### config.mk
export PLATFORM = sky130hd
export DESIGN_NAME = ordered_id_list_table_unit
export DESIGN_NICKNAME = d
export VERILOG_FILES = /design/src/rtl/oidl_pkg.sv /design/src/rtl/oidl_ram.sv /design/src/rtl/ordered_id_list_table_unit.sv
export SDC_FILE = /design/constraint.sdc
export NUM_CORES = 1
export LEC_CHECK = 0
export ABC_AREA = 0
export BUFFER_PORTS_ARGS = -buffer_cell sky130_fd_sc_hd__buf_4
export CORE_MARGIN = 4
export CORE_UTILIZATION = 45
export CTS_BUF_LIST = sky130_fd_sc_hd__clkbuf_8 sky130_fd_sc_hd__clkbuf_16
export DETAILED_ROUTE_END_ITERATION = 7
export MAX_ROUTING_LAYER = met4
export PLACE_DENSITY = 0.64
export SYNTH_ARGS = -nofsm -noshare
export SYNTH_HDL_FRONTEND = slang
export SYNTH_SLANG_ARGS = --single-unit
### constraint.sdc
create_clock -name clk -period 12.3 [get_ports clk]
set_input_delay 1.845 -clock clk [delete_from_list [all_inputs] [get_ports clk]]
set_output_delay 1.845 -clock clk [all_outputs]
set_load 0.01 [all_outputs]
### src/rtl/oidl_pkg.sv
// shared types and constants for the ordered id list table
package oidl_pkg;

    localparam int CAPACITY_DEF = 16;
    localparam int ID_BITS_DEF  = 32;
    localparam int ITEM_ID_W    = 32;
    localparam int STATUS_W     = 3;
    localparam int COUNT_OUT_W  = 5;

    typedef enum logic [1:0] {
        CMD_ADD    = 2'd0,
        CMD_REMOVE = 2'd1,
        CMD_QUERY  = 2'd2,
        CMD_CLEAR  = 2'd3
    } cmd_t;

    typedef enum logic [STATUS_W-1:0] {
        ST_ADDED     = 3'd0,
        ST_FULL      = 3'd1,
        ST_REMOVED   = 3'd2,
        ST_NOT_FOUND = 3'd3,
        ST_PRESENT   = 3'd4,
        ST_ABSENT    = 3'd5,
        ST_CLEARED   = 3'd6
    } status_t;

    typedef enum logic [1:0] {
        S_IDLE,
        S_SCAN,
        S_SHIFT,
        S_RESP
    } state_t;

    typedef struct packed {
        cmd_t                 cmd;
        logic [ITEM_ID_W-1:0] item_id;
    } req_t;

    typedef struct packed {
        status_t                status;
        logic [COUNT_OUT_W-1:0] entry_count;
    } rsp_t;

endpackage

### src/rtl/oidl_ram.sv
// entry store: one write port, one registered read port
module oidl_ram #(
    parameter int DEPTH  = oidl_pkg::CAPACITY_DEF,
    parameter int ADDR_W = (DEPTH > 1) ? $clog2(DEPTH) : 1,
    parameter int DATA_W = oidl_pkg::ID_BITS_DEF
) (
    input  logic              clk,
    input  logic              rd_en,
    input  logic [ADDR_W-1:0] rd_addr,
    output logic [DATA_W-1:0] rd_data,
    input  logic              wr_en,
    input  logic [ADDR_W-1:0] wr_addr,
    input  logic [DATA_W-1:0] wr_data
);

    logic [DATA_W-1:0] mem [DEPTH];
    logic [DATA_W-1:0] rd_data_reg;

    always_ff @(posedge clk)
    begin
        if (wr_en)
        begin
            mem[wr_addr] <= wr_data;
        end
    end

    always_ff @(posedge clk)
    begin
        if (rd_en)
        begin
            rd_data_reg <= mem[rd_addr];
        end
    end

    assign rd_data = rd_data_reg;

endmodule

### src/rtl/ordered_id_list_table_unit.sv
// ordered id list table: append, remove with gap closing, presence query, clear
//
// Requests arrive on req (req_valid/req_ready), one result per request leaves on
// rsp (rsp_valid/rsp_ready). One request is worked on at a time; req_ready is
// high while the unit is idle, even if the previous result has not been taken.
// Add and clear, and remove or query on an empty list, skip the store walk.
// Remove and query walk the store from position 0, one entry per cycle through
// the single read port of the entry RAM; a remove then shifts every later entry
// down one place, again one entry per cycle, overlapping the read of entry k+1
// with the write of entry k.
// The result sits in an output register; if the receiver stalls, the unit still
// takes the next request and holds its finished result until the register frees.
// Reset empties the list (count zero, no pending result); the store contents
// are left as they are, since only positions below the count are ever read.
// Identifiers are compared on their low ID_BITS bits.
module ordered_id_list_table_unit #(
    parameter int CAPACITY = oidl_pkg::CAPACITY_DEF,
    parameter int ID_BITS  = oidl_pkg::ID_BITS_DEF
) (
    input  logic           clk,
    input  logic           rst_n,
    input  logic           req_valid,
    output logic           req_ready,
    input  oidl_pkg::req_t req,
    output logic           rsp_valid,
    input  logic           rsp_ready,
    output oidl_pkg::rsp_t rsp
);

    localparam int CNT_W  = $clog2(CAPACITY + 1);
    localparam int ADDR_W = (CAPACITY > 1) ? $clog2(CAPACITY) : 1;

    oidl_pkg::state_t  state_reg, state_next;
    oidl_pkg::cmd_t    cmd_reg, cmd_next;
    oidl_pkg::status_t status_reg, status_next;
    logic [ID_BITS-1:0] key_reg, key_next;
    logic [CNT_W-1:0]   count_reg, count_next;
    logic [CNT_W-1:0]   pos_reg, pos_next;
    logic               rsp_valid_reg;
    oidl_pkg::rsp_t     rsp_reg;

    logic               accept;
    logic               rsp_free;
    logic               rsp_load;
    logic [ID_BITS-1:0] req_key;
    logic [CNT_W-1:0]   pos_inc;
    logic [CNT_W-1:0]   pos_dec;
    logic               more;
    logic               hit;

    logic               rd_en;
    logic [ADDR_W-1:0]  rd_addr;
    logic [ID_BITS-1:0] rd_data;
    logic               wr_en;
    logic [ADDR_W-1:0]  wr_addr;
    logic [ID_BITS-1:0] wr_data;

    oidl_ram #(
        .DEPTH  (CAPACITY),
        .ADDR_W (ADDR_W),
        .DATA_W (ID_BITS)
    ) u_ram (
        .clk     (clk),
        .rd_en   (rd_en),
        .rd_addr (rd_addr),
        .rd_data (rd_data),
        .wr_en   (wr_en),
        .wr_addr (wr_addr),
        .wr_data (wr_data)
    );

    assign req_ready = (state_reg == oidl_pkg::S_IDLE);
    assign accept    = req_valid && req_ready;
    assign req_key   = ID_BITS'(req.item_id);
    assign rsp_free  = !rsp_valid_reg || rsp_ready;
    assign pos_inc   = pos_reg + 1'b1;
    assign pos_dec   = pos_reg - 1'b1;
    assign more      = (pos_inc < count_reg);
    // rd_data holds the entry at pos_reg while scanning
    assign hit       = (rd_data == key_reg);

    // next state
    always_comb
    begin
        state_next = state_reg;
        case (state_reg)
            oidl_pkg::S_IDLE:
            begin
                if (accept)
                begin
                    if ((req.cmd == oidl_pkg::CMD_REMOVE || req.cmd == oidl_pkg::CMD_QUERY)
                        && count_reg != '0)
                    begin
                        state_next = oidl_pkg::S_SCAN;
                    end
                    else
                    begin
                        state_next = oidl_pkg::S_RESP;
                    end
                end
            end
            oidl_pkg::S_SCAN:
            begin
                if (hit)
                begin
                    if (cmd_reg == oidl_pkg::CMD_REMOVE && more)
                    begin
                        state_next = oidl_pkg::S_SHIFT;
                    end
                    else
                    begin
                        state_next = oidl_pkg::S_RESP;
                    end
                end
                else if (!more)
                begin
                    state_next = oidl_pkg::S_RESP;
                end
            end
            oidl_pkg::S_SHIFT:
            begin
                if (!more)
                begin
                    state_next = oidl_pkg::S_RESP;
                end
            end
            oidl_pkg::S_RESP:
            begin
                if (rsp_free)
                begin
                    state_next = oidl_pkg::S_IDLE;
                end
            end
            default:
            begin
                state_next = oidl_pkg::S_IDLE;
            end
        endcase
    end

    // datapath and store accesses
    always_comb
    begin
        cmd_next    = cmd_reg;
        status_next = status_reg;
        key_next    = key_reg;
        count_next  = count_reg;
        pos_next    = pos_reg;
        rd_en       = 1'b0;
        rd_addr     = pos_inc[ADDR_W-1:0];
        wr_en       = 1'b0;
        wr_addr     = count_reg[ADDR_W-1:0];
        wr_data     = req_key;
        rsp_load    = 1'b0;
        case (state_reg)
            oidl_pkg::S_IDLE:
            begin
                if (accept)
                begin
                    cmd_next = req.cmd;
                    key_next = req_key;
                    case (req.cmd)
                        oidl_pkg::CMD_ADD:
                        begin
                            if (count_reg >= CNT_W'(CAPACITY))
                            begin
                                status_next = oidl_pkg::ST_FULL;
                            end
                            else
                            begin
                                wr_en       = 1'b1;
                                count_next  = count_reg + 1'b1;
                                status_next = oidl_pkg::ST_ADDED;
                            end
                        end
                        oidl_pkg::CMD_REMOVE,
                        oidl_pkg::CMD_QUERY:
                        begin
                            status_next = (req.cmd == oidl_pkg::CMD_REMOVE) ?
                                          oidl_pkg::ST_NOT_FOUND : oidl_pkg::ST_ABSENT;
                            if (count_reg != '0)
                            begin
                                rd_en    = 1'b1;
                                rd_addr  = '0;
                                pos_next = '0;
                            end
                        end
                        oidl_pkg::CMD_CLEAR:
                        begin
                            count_next  = '0;
                            status_next = oidl_pkg::ST_CLEARED;
                        end
                        default:
                        begin
                            status_next = status_reg;
                        end
                    endcase
                end
            end
            oidl_pkg::S_SCAN:
            begin
                if (hit)
                begin
                    if (cmd_reg == oidl_pkg::CMD_QUERY)
                    begin
                        status_next = oidl_pkg::ST_PRESENT;
                    end
                    else
                    begin
                        status_next = oidl_pkg::ST_REMOVED;
                        if (more)
                        begin
                            rd_en    = 1'b1;
                            pos_next = pos_inc;
                        end
                        else
                        begin
                            count_next = count_reg - 1'b1;
                        end
                    end
                end
                else if (more)
                begin
                    rd_en    = 1'b1;
                    pos_next = pos_inc;
                end
            end
            oidl_pkg::S_SHIFT:
            begin
                // move the entry just read down one place, fetch the next
                wr_en   = 1'b1;
                wr_addr = pos_dec[ADDR_W-1:0];
                wr_data = rd_data;
                if (more)
                begin
                    rd_en    = 1'b1;
                    pos_next = pos_inc;
                end
                else
                begin
                    count_next = count_reg - 1'b1;
                end
            end
            oidl_pkg::S_RESP:
            begin
                rsp_load = rsp_free;
            end
            default:
            begin
                rsp_load = 1'b0;
            end
        endcase
    end

    always_ff @(posedge clk or negedge rst_n)
    begin
        if (!rst_n)
        begin
            state_reg     <= oidl_pkg::S_IDLE;
            count_reg     <= '0;
            rsp_valid_reg <= 1'b0;
        end
        else
        begin
            state_reg <= state_next;
            count_reg <= count_next;
            if (rsp_load)
            begin
                rsp_valid_reg <= 1'b1;
            end
            else if (rsp_ready)
            begin
                rsp_valid_reg <= 1'b0;
            end
        end
    end

    always_ff @(posedge clk)
    begin
        cmd_reg    <= cmd_next;
        status_reg <= status_next;
        key_reg    <= key_next;
        pos_reg    <= pos_next;
        if (rsp_load)
        begin
            rsp_reg.status      <= status_reg;
            rsp_reg.entry_count <= oidl_pkg::COUNT_OUT_W'(count_reg);
        end
    end

    assign rsp_valid = rsp_valid_reg;
    assign rsp       = rsp_reg;

endmodule
# Yosys cells after proc, flatten, opt, wreduce, memory -nomap -nowiden
# Memory sizes are Yosys's and may differ from the RTL's. A register that Yosys moved wholly into a read port is not among the register bits.
# Index checks and enable logic that the tools add are counted.
dict set report op_classes {
  add_sub_neg 4
  order_cmp 2
  n_eq_ne 18
  n_mux 50
  n_reduce_logical 18
}
# op count
set op_table {}
lappend op_table {{two-way mux 5 bit} 11}
lappend op_table {{== test 32 bit} 1}
lappend op_table {{two-way mux 32 bit} 1}
lappend op_table {{case mux 5 bit (3 select lines)} 2}
lappend op_table {{two-way mux 4 bit} 5}
lappend op_table {{two-way mux 1 bit} 16}
lappend op_table {{two-way mux 3 bit} 4}
lappend op_table {{adder 5 x 1 -> 5 bit, second input constant} 2}
lappend op_table {{== test 2 bit, second input constant} 5}
lappend op_table {{two-way mux 2 bit} 5}
lappend op_table {{case mux 5 bit (2 select lines)} 1}
lappend op_table {{case mux 3 bit (3 select lines)} 1}
lappend op_table {{case mux 2 bit (4 select lines)} 1}
lappend op_table {{== test 2 x 1 -> 1 bit, second input constant} 3}
lappend op_table {{inequality test 2 x 1 -> 1 bit, second input constant} 3}
lappend op_table {{inequality test 2 bit, second input constant} 3}
lappend op_table {{inequality test 3 bit, second input constant} 2}
lappend op_table {{case mux 3 bit (2 select lines)} 1}
lappend op_table {{AND reduction 6 bit} 1}
lappend op_table {{greater-or-equal comparator 5 bit, second input constant} 1}
lappend op_table {{less-than comparator 5 bit} 1}
lappend op_table {{AND reduction 5 bit} 1}
lappend op_table {{nonzero test 5 bit} 1}
lappend op_table {{subtractor 5 x 1 -> 5 bit, second input constant} 1}
lappend op_table {{other kinds (13)} 19}
dict set report totals {
  regBits 58
  mem_bits_rw 512
  in_bits 38
  output_inout_bits 10
  word_cells 102
  n_memories 1
}
# memory words word_bits read_ports rd_clocked_by_memory_dff wr line
set mem_list {}
lappend mem_list {u_ram.mem 16 32 1 1 1 oidl_ram.sv:16} ;# logic [DATA_W-1:0] mem [DEPTH];

# Longest topological paths before layout
# Gate-level depths: netlist of the first run.
dict set report logic_depth {
  ltp_word 7
  ltp_mapped 13
  depth_no_buf 10
}

# Modules after synthesis
# From an unflattened synthesis of the first run, not the netlist that was laid out.
dict set report unflattened {
  cells_unflattened 1132
  hier_area_um2 23665.2
}
# mod instances cells_per_inst area_per_inst_um2 seq_area_each_um2
set by_module_without_submodules {}
lappend by_module_without_submodules {oidl_ram 1 838 20155.6 16335.7}
lappend by_module_without_submodules {ordered_id_list_table_unit 1 294 3509.6 1701.6}

# Least setup slack after synthesis of the first run
# OpenSTA, ideal clock, no wires.
dict set report synth_timing {
  kind {input to register}
  from {input port req_valid}
  to {register u_ram.rd_data_reg[0] (netlist: u_ram.rd_data[0]) (read register of u_ram.mem) (enable)}
  setup_ns 0.441
  arrival_ns 4.894
  t_required_ns 11.859
  setup_slack_ns 6.966
  stages 6
  path_buffers 2
  cell_sequence {nand2_1 -> inv_1 -> nand2_4 -> clkbuf_1 -> clkbuf_1 -> a31oi_1}
}
dict set report synth_between {
  elab_chain_cells 3
  word_cells_on_any_way 5
  cone_classes {mux (4); reduce/logical (1)}
}
# element line
set synth_lines {}
lappend synth_lines {{from (decl)} ordered_id_list_table_unit.sv:22} ;# input logic req_valid,
lappend synth_lines {{logical AND 1 bit} ordered_id_list_table_unit.sv:73} ;# assign accept = req_valid && req_ready;
lappend synth_lines {{two-way mux 1 bit} ordered_id_list_table_unit.sv:158} ;# if (accept)
lappend synth_lines {{case mux 1 bit (3 select lines)} ordered_id_list_table_unit.sv:155} ;# case (state_reg)
lappend synth_lines {{via rd_en} ordered_id_list_table_unit.sv:51} ;# logic rd_en;
lappend synth_lines {{to (decl)} oidl_ram.sv:17} ;# logic [DATA_W-1:0] rd_data_reg;
# The timed path passes the listed nets, and every way through them passes these cells.
# A chain may end at the register's enable or synchronous reset.

# Worst setup path in the final report of the first run
dict set report layout_timing {
  from {input port req_valid}
  to {register u_ram.rd_data_reg[12] (netlist: u_ram.rd_data[12]) (read register of u_ram.mem) (data pin)}
}
dict set report layout_between {
  elab_chain_cells 3
  word_cells_on_any_way 5
  cone_classes {mux (4); reduce/logical (1)}
}
# element line
set layout_lines {}
lappend layout_lines {{logical AND 1 bit (*)} ordered_id_list_table_unit.sv:73}
lappend layout_lines {{two-way mux 1 bit / two-way mux 4 bit (equally long branches)} ordered_id_list_table_unit.sv:158}
lappend layout_lines {{case mux 1 bit (3 select lines) / two-way mux 4 bit (equally long branches)} ordered_id_list_table_unit.sv:155}
# Every way passes the cells marked *; elsewhere a longest branch is shown, timed or not.

==> impl_metrics.prom, run 1 <==
# TYPE chip_impl_metric gauge
chip_impl_metric{name="dpl.hpwl",unit="um"} 29630
chip_impl_info{name="netlist_top_cells_area",value="edfxtp_1 74%, mux4_2 6.0%, mux2i_1 1.6%, o21ai_0 1.6%, mux2_2 1.5%"} 1
chip_impl_info{name="path_class",value="in -> reg"} 1
chip_impl_info{name="worst_setup_path_start_kind",value="input port"} 1
chip_impl_metric{name="top_level_ports",unit=""} 48
chip_impl_metric{name="later_pin_clock_latency_in_the_skew_report",unit="ps"} 610
chip_impl_metric{name="initial_utilization",unit="%"} 45.63
chip_impl_metric{name="grt_pass1_wl",unit="um"} 84420
chip_impl_metric{name="cts_hold_buf",unit=""} 0
chip_impl_info{name="rsz0062_at_grt",value="no"} 1
chip_impl_metric{name="die-area",unit="um2"} 57380
chip_impl_metric{name="dr.first_iter.drc_count",unit=""} 1645
chip_impl_metric{name="number_of_enable_flip_flop_cells_after_synthesis",unit=""} 594
chip_impl_metric{name="route.detailed.wl_per_inst",unit="um"} 26.32
chip_impl_metric{name="coreArea",unit="um2"} 52870
chip_impl_metric{name="chipHeight",unit="um"} 239.5
chip_impl_metric{name="cts_made_buffers",unit=""} 58
chip_impl_metric{name="final.period_utilization",unit="%"} 39.77
chip_impl_metric{name="transition_time_of_the_tightest_slew_check_pin",unit="ps"} 1043
chip_impl_info{name="synth_flop_cell",value="edfxtp_1"} 1
chip_impl_metric{name="netlist.area_leader.share",unit="%"} 73.94
chip_impl_metric{name="floorplan.rows",unit=""} 84
chip_impl_info{name="final_cell_mix",value="594 x edfxtp_1, 76 x o21ai_0, 75 x buf_4, 64 x mux4_2, 59 x clkbuf_16"} 1
chip_impl_metric{name="netlist_instances",unit=""} 1361
chip_impl_metric{name="m1WireLength",unit="um"} 23800
chip_impl_metric{name="ffs_w_async_s_r_synth",unit="%"} 1.329
chip_impl_metric{name="slew-limit-headroom",unit="%"} 30.43
chip_impl_metric{name="tns",unit="ps"} 0
chip_impl_metric{name="maxSlewViolCount",unit=""} 0
chip_impl_metric{name="detailedPlace.worstSlack",unit="ps"} 6790
chip_impl_metric{name="antenna_violating_nets_remaining",unit=""} 0
chip_impl_metric{name="h-tree-depth",unit=""} 2
chip_impl_metric{name="static-leakage-power",unit="nW"} 8.644
chip_impl_metric{name="grt_antenna_before_repair",unit=""} 1
chip_impl_metric{name="grt_max_degree",unit=""} 137
chip_impl_metric{name="post_synth_instance_area",unit="um2"} 24120
chip_impl_info{name="setup.worst_path.end_class",value="register"} 1
chip_impl_metric{name="net_count_of_the_finished_layout",unit=""} 1462
chip_impl_metric{name="critPathArrivalTime",unit="ps"} 5330
chip_impl_metric{name="synthesis.yosys.warnings",unit=""} 0
chip_impl_metric{name="met3WireLength",unit="um"} 4508
chip_impl_metric{name="first_pass_iters",unit=""} 6
chip_impl_info{name="most_area_hungry_cell_type_in_the_yosys_netlist",value="edfxtp_1"} 1
chip_impl_metric{name="fill_cells",unit=""} 4233
chip_impl_metric{name="grt_pass1_vias",unit=""} 13140
chip_impl_metric{name="final_hold_viol_count",unit=""} 0
chip_impl_info{name="layout_commonest_cell",value="edfxtp_1"} 1
chip_impl_metric{name="grt.total_usage",unit="%"} 20.29
chip_impl_metric{name="syn_avg_cell_area",unit="um2"} 17.73
chip_impl_info{name="cts_root_buf",value="clkbuf_16"} 1
chip_impl_metric{name="final_period_minus_worst_setup_slack",unit="ps"} 4891
chip_impl_metric{name="total_detailed_routing_wirelength",unit="um"} 56270
chip_impl_metric{name="cts_buffer_depth",unit=""} 3
chip_impl_info{name="outcome",value="complete, no violations"} 1
chip_impl_metric{name="io_buffers",unit=""} 47
chip_impl_metric{name="largest_register_ff_count",unit=""} 512
chip_impl_metric{name="setup_slack",unit="ps"} 7409
chip_impl_metric{name="power_density",unit="nW/um2"} 270.5
chip_impl_metric{name="remaining_drc_errors",unit=""} 0
chip_impl_metric{name="drv.max_cap_violation_count",unit=""} 0
chip_impl_metric{name="worst_clock_skew",unit="ps"} 16.98
chip_impl_metric{name="cp_data_required_time",unit="ps"} 12730
chip_impl_metric{name="path_clk_slew",unit="ps"} 60
chip_impl_metric{name="synth_seq_cells",unit=""} 602
chip_impl_metric{name="combined_area_of_the_multi_input_logic_cells",unit="um2"} 5690
chip_impl_metric{name="fraction_of_layout_cells_with_a_size_suffix_above_1",unit="%"} 19.67
chip_impl_metric{name="worstPathMaxFanout",unit=""} 71
chip_impl_info{name="highest_layer",value="met4"} 1
chip_impl_metric{name="global_route_total_overflow",unit=""} 0
chip_impl_metric{name="layout-area-overhead-vs-synth",unit="%"} 12.03
chip_impl_metric{name="post_cts_buffers",unit=""} 0
chip_impl_metric{name="synth_sequential_area_ratio",unit="%"} 74.77
chip_impl_info{name="cts_tree",value="done"} 1
chip_impl_metric{name="irDropWorstVdd",unit="mV"} 0.1652
chip_impl_metric{name="wl_met2",unit="um"} 26590
chip_impl_metric{name="regArea",unit="um2"} 18040
chip_impl_metric{name="vias_per_cell",unit=""} 6.040
chip_impl_metric{name="max_freq",unit="GHz"} 0.2044
chip_impl_metric{name="final-setup-viol-count",unit=""} 0
chip_impl_metric{name="vias",unit=""} 12910
chip_impl_metric{name="cts-resized-gates",unit=""} 0
chip_impl_metric{name="cts_sinks",unit=""} 602
chip_impl_metric{name="synth.lib_cells_used.distinct",unit=""} 60
chip_impl_metric{name="mappedNetlistNets",unit=""} 1416
chip_impl_info{name="hold_class",value="reg -> reg"} 1
chip_impl_metric{name="horizontal_extent_of_the_die",unit="um"} 239.5
chip_impl_metric{name="gp_congestion",unit=""} 0.8121
[critical path, cell delays in order]
cell     delay (ps)
buf_4           100
nand2_1          90
inv_2           760
nand2_4         760
nand2_1         950
buf_4           410
o21ai_0         170
o22ai_1         200
[final timing paths]
| check | startpoint | slack [ps] | end | cells past startpoint |
|---|---|---|---|---|
| setup / recovery | req_valid | 7410 | u_ram.rd_data[12]$_DFFE_PP_ | 8 |
| hold / removal | status_reg[0]$_SDFFCE_PP0P_ | 430 | rsp[5]$_DFFE_PP_ | 0 |
| setup reg to reg | pos_reg[0]$_SDFFCE_PP0P_ | 7580 | u_ram.rd_data[17]$_DFFE_PP_ | 12 |
| hold reg to reg | status_reg[0]$_SDFFCE_PP0P_ | 430 | rsp[5]$_DFFE_PP_ | 0 |
| max in group asynchronous | rst_n | 11110 | count_reg[0]$_DFFE_PN0P_ | 1 |
| min in group asynchronous | rst_n | 1060 | count_reg[2]$_DFFE_PN0P_ | 1 |
[Yosys cell counts, drive strengths merged (4+ instances only)]
cell	number
edfxtp	594
nor2	34
mux2	32
o21ai	106
nand3	38
o211ai	32
nand2b	4
a21oi	12
a31oi	36
xnor2	39
o22ai	33
clkbuf	42
a22oi	35
mux4	64
nor4	4
inv	18
buf	48
mux2i	38
nand4	8
dfrtp	8
nand2	51
ha	17
a222oi	31
[area by class of cell]
| type | count | share of cell area [%] |
|---|---|---|
| Clock buffer | 59 | 5.463 |
| Tap cell | 688 | 3.185 |
| Sequential cell | 602 | 66.74 |
| Antenna cell | 1 | 0.009259 |
| Clock inverter | 43 | 1.116 |
| Multi-Input combinational cell | 651 | 21.05 |
| Timing Repair Buffer | 76 | 2.157 |
| Inverter | 18 | 0.2778 |
[stage by stage]
step	power, mW	util, %	hold slack [ps]	area [um2]	instances
6_report	7.310	51.12	428.8	27030	2138
3_5_place_dp	5.675	47.76	419.3	25250	2035
2_1_floorplan	4.864	-	400.3	24120	1361
3_3_place_gp	5.593	47.76	401.6	25250	2035
5_1_grt	7.703	51.12	442.7	27030	2138
4_1_cts	7.357	51.12	431.6	27020	2137
[cells by family after synthesis]
kind of cell             synth area share, %
XOR/XNOR                               1.530
flip-flops                             74.77
AND/OR/NAND/NOR                        2.967
buffers and inverters                  2.235
adder cells (fa/ha/maj)               0.8817
AO/OA/AOI/OAI                          8.573
multiplexers                           9.045
[power breakdown]
part           switching (mW)  internal, mW  total, mW
sequential              0.122          2.82       2.94
clock                   0.730         0.947       1.68
combinational            1.77         0.924       2.69
[layer usage]
metal	track usage (%)	vias up
met4	5.242	0
met2	31.13	545
met5	-	-
met1	28.57	6622
met3	3.581	91
li1	-	5656
No activity file was read; power rests on OpenSTA's default activity.
==> run 2, diff against run 1 <==
- clock period: 12.3 -> 4.69 ns (I/O delays scaled with it)
==> run 2 against run 1 <==
Die area did not move; final cell count rose by 0.47%; core utilization up 0.43 points; clock skew grew 5.2 ps; critical path depth unchanged; first-iteration DRC count up 4.2%; global-route usage about the same; sequential share of layout area down 0.55 points; critical path type is now reg -> reg; highest routed layer unchanged.
==> impl_metrics.prom, run 2 (same netlist as run 1, synthesis figures left out) <==
# TYPE chip_impl_metric gauge
chip_impl_info{name="outcome",value="complete, no violations"} 1
chip_impl_metric{name="drv.max_cap_violation_count",unit=""} 0
chip_impl_metric{name="largest_register_ff_count",unit=""} 512
chip_impl_metric{name="cts_buffer_depth",unit=""} 3
chip_impl_metric{name="grt_antenna_before_repair",unit=""} 0
chip_impl_metric{name="gp_congestion",unit=""} 0.8396
chip_impl_metric{name="setup_slack",unit="ps"} 1167
chip_impl_metric{name="worstPathMaxFanout",unit=""} 36
chip_impl_metric{name="io_buffers",unit=""} 47
chip_impl_metric{name="cp_data_required_time",unit="ps"} 5140
chip_impl_info{name="final_cell_mix",value="594 x edfxtp_1, 76 x o21ai_0, 68 x buf_4, 64 x mux4_2, 60 x clkbuf_16"} 1
chip_impl_metric{name="worst-r2r-cell-count",unit=""} 8
chip_impl_metric{name="die-area",unit="um2"} 57380
chip_impl_metric{name="grt.total_usage",unit="%"} 20.33
chip_impl_metric{name="fill_cells",unit=""} 4205
chip_impl_metric{name="vias_per_cell",unit=""} 6.025
chip_impl_metric{name="final-setup-viol-count",unit=""} 0
chip_impl_metric{name="floorplan.rows",unit=""} 84
chip_impl_metric{name="slew-limit-headroom",unit="%"} 18.15
chip_impl_info{name="worst_setup_path_start_kind",value="register"} 1
chip_impl_metric{name="power_density",unit="nW/um2"} 715.6
chip_impl_metric{name="final_period_minus_worst_setup_slack",unit="ps"} 3523
chip_impl_metric{name="antenna_violating_nets_remaining",unit=""} 0
chip_impl_metric{name="dr.first_iter.drc_count",unit=""} 1714
chip_impl_metric{name="vias",unit=""} 12940
chip_impl_metric{name="max_freq",unit="GHz"} 0.2838
chip_impl_metric{name="grt_pass1_wl",unit="um"} 84550
chip_impl_metric{name="fin_total_pwr",unit="mW"} 19.50
chip_impl_metric{name="cts-resized-gates",unit=""} 0
chip_impl_info{name="path_class",value="reg -> reg"} 1
chip_impl_metric{name="final.period_utilization",unit="%"} 75.13
chip_impl_info{name="hold_class",value="in -> reg"} 1
chip_impl_metric{name="dpl.hpwl",unit="um"} 31700
chip_impl_metric{name="net_count_of_the_finished_layout",unit=""} 1466
chip_impl_info{name="cts_tree",value="done"} 1
chip_impl_metric{name="regArea",unit="um2"} 18040
chip_impl_metric{name="route.detailed.wl_per_inst",unit="um"} 26.22
chip_impl_metric{name="transition_time_of_the_tightest_slew_check_pin",unit="ps"} 1228
chip_impl_metric{name="hold-path-cell-count",unit=""} 1
chip_impl_metric{name="h-tree-depth",unit=""} 2
chip_impl_metric{name="layout-area-overhead-vs-synth",unit="%"} 12.97
chip_impl_metric{name="global_route_total_overflow",unit=""} 0
chip_impl_metric{name="cts_sinks",unit=""} 602
chip_impl_metric{name="grt_pass1_vias",unit=""} 12970
chip_impl_metric{name="irDropWorstVdd",unit="mV"} 0.5501
chip_impl_metric{name="chipHeight",unit="um"} 239.5
chip_impl_metric{name="top_level_ports",unit=""} 48
chip_impl_metric{name="worst_clock_skew",unit="ps"} 22.23
chip_impl_metric{name="maxSlewViolCount",unit=""} 0
chip_impl_metric{name="cts_made_buffers",unit=""} 60
chip_impl_metric{name="remaining_drc_errors",unit=""} 0
chip_impl_metric{name="grt_max_degree",unit=""} 134
chip_impl_metric{name="path_clk_slew",unit="ps"} 60
chip_impl_metric{name="first_pass_iters",unit=""} 8
chip_impl_metric{name="critPathArrivalTime",unit="ps"} 3980
chip_impl_metric{name="total_detailed_routing_wirelength",unit="um"} 56320
chip_impl_info{name="cts_root_buf",value="clkbuf_16"} 1
chip_impl_info{name="rsz0062_at_grt",value="no"} 1
chip_impl_metric{name="tns",unit="ps"} 0
chip_impl_metric{name="fraction_of_layout_cells_with_a_size_suffix_above_1",unit="%"} 20.68
chip_impl_metric{name="num_antenna_cells",unit=""} 0
chip_impl_metric{name="combined_area_of_the_multi_input_logic_cells",unit="um2"} 5690
chip_impl_metric{name="coreArea",unit="um2"} 52870
chip_impl_metric{name="later_pin_clock_latency_in_the_skew_report",unit="ps"} 630
chip_impl_info{name="setup.worst_path.end_class",value="register"} 1
chip_impl_info{name="layout_commonest_cell",value="edfxtp_1"} 1
chip_impl_metric{name="final_hold_viol_count",unit=""} 0
chip_impl_metric{name="detailedPlace.worstSlack",unit="ps"} 1087
chip_impl_metric{name="initial_utilization",unit="%"} 45.63
chip_impl_metric{name="static-leakage-power",unit="nW"} 8.702
chip_impl_metric{name="horizontal_extent_of_the_die",unit="um"} 239.5
run 2: changes by cell type in the layout (fill, tap and decap cells not counted), sizes merged:
| cell | delta |
|---|---|
| inv | -7 |
| clkinvlp | +4 |
| diode | -1 |
| buf | +1 |
| clkbuf | +1 |
| dlygate4sd3 | +1 |
| clkinv | +11 |
run 2: report_power, final:
group,switching (mW),internal [mW]
logic,4.74,2.47
clock network,2.02,2.55
registers,0.334,7.38
total,7.09,12.4
run 2: final timing paths:
check                                         startpoint                          end  slack [ps]
worst min register to register   status_reg[2]$_DFFE_PP_             rsp[7]$_DFFE_PP_         420
max in group asynchronous                          rst_n     count_reg[2]$_DFFE_PN0P_        4090
worst max-delay path            count_reg[0]$_DFFE_PN0P_  u_ram.rd_data[15]$_DFFE_PP_        1170
worst min-delay path                             req[27]        key_reg[27]$_DFFE_PP_         270
worst max register to register  count_reg[0]$_DFFE_PN0P_  u_ram.rd_data[15]$_DFFE_PP_        1170
min in group asynchronous                          rst_n     count_reg[4]$_DFFE_PN0P_         440
run 2: area by class of cell:
type                       count  area share, %
sequential                   602          66.19
multi-input combinational    651          20.88
clock inverter                51          1.419
clock buffer                  60          5.509
inverter                      18         0.2755
timing repair buffer          78          2.571
tap                          688          3.159
run 2: repair_timing:
action | CTS | global route
hold endpoints to repair | 8 | 0
buffers inserted | 0 | 0
hold buffers | 1 | 0
run 2: per-stage QoR:
stage	util [%]	hold slack (ps)	cells	cell area, um2
6_report	51.55	265.3	2148	27250
5_1_grt	51.55	245.7	2148	27250
4_1_cts	51.55	230.8	2148	27250
3_5_place_dp	47.96	404.5	2036	25350
3_3_place_gp	47.96	401.5	2036	25350
2_1_floorplan	-	400.3	1361	24120
run 2: layer usage:
metal | part of all wire [%] | global-route usage [%] | vias to the layer above
met2 | 49 | 31.77 | 502
met3 | 6.6 | 3.017 | 60
li1 | - | - | 5677
met5 | 0 | - | -
met4 | 1.5 | 4.644 | 0
met1 | 43 | 28.76 | 6703
run 2: critical path: stages, from the launching register on:
cell	delay (ps)
dfrtp_1	590
inv_1	210
ha_1	280
a41oi_4	260
nand2_4	330
nand2_1	850
buf_4	420
o21ai_0	150
o22ai_1	230
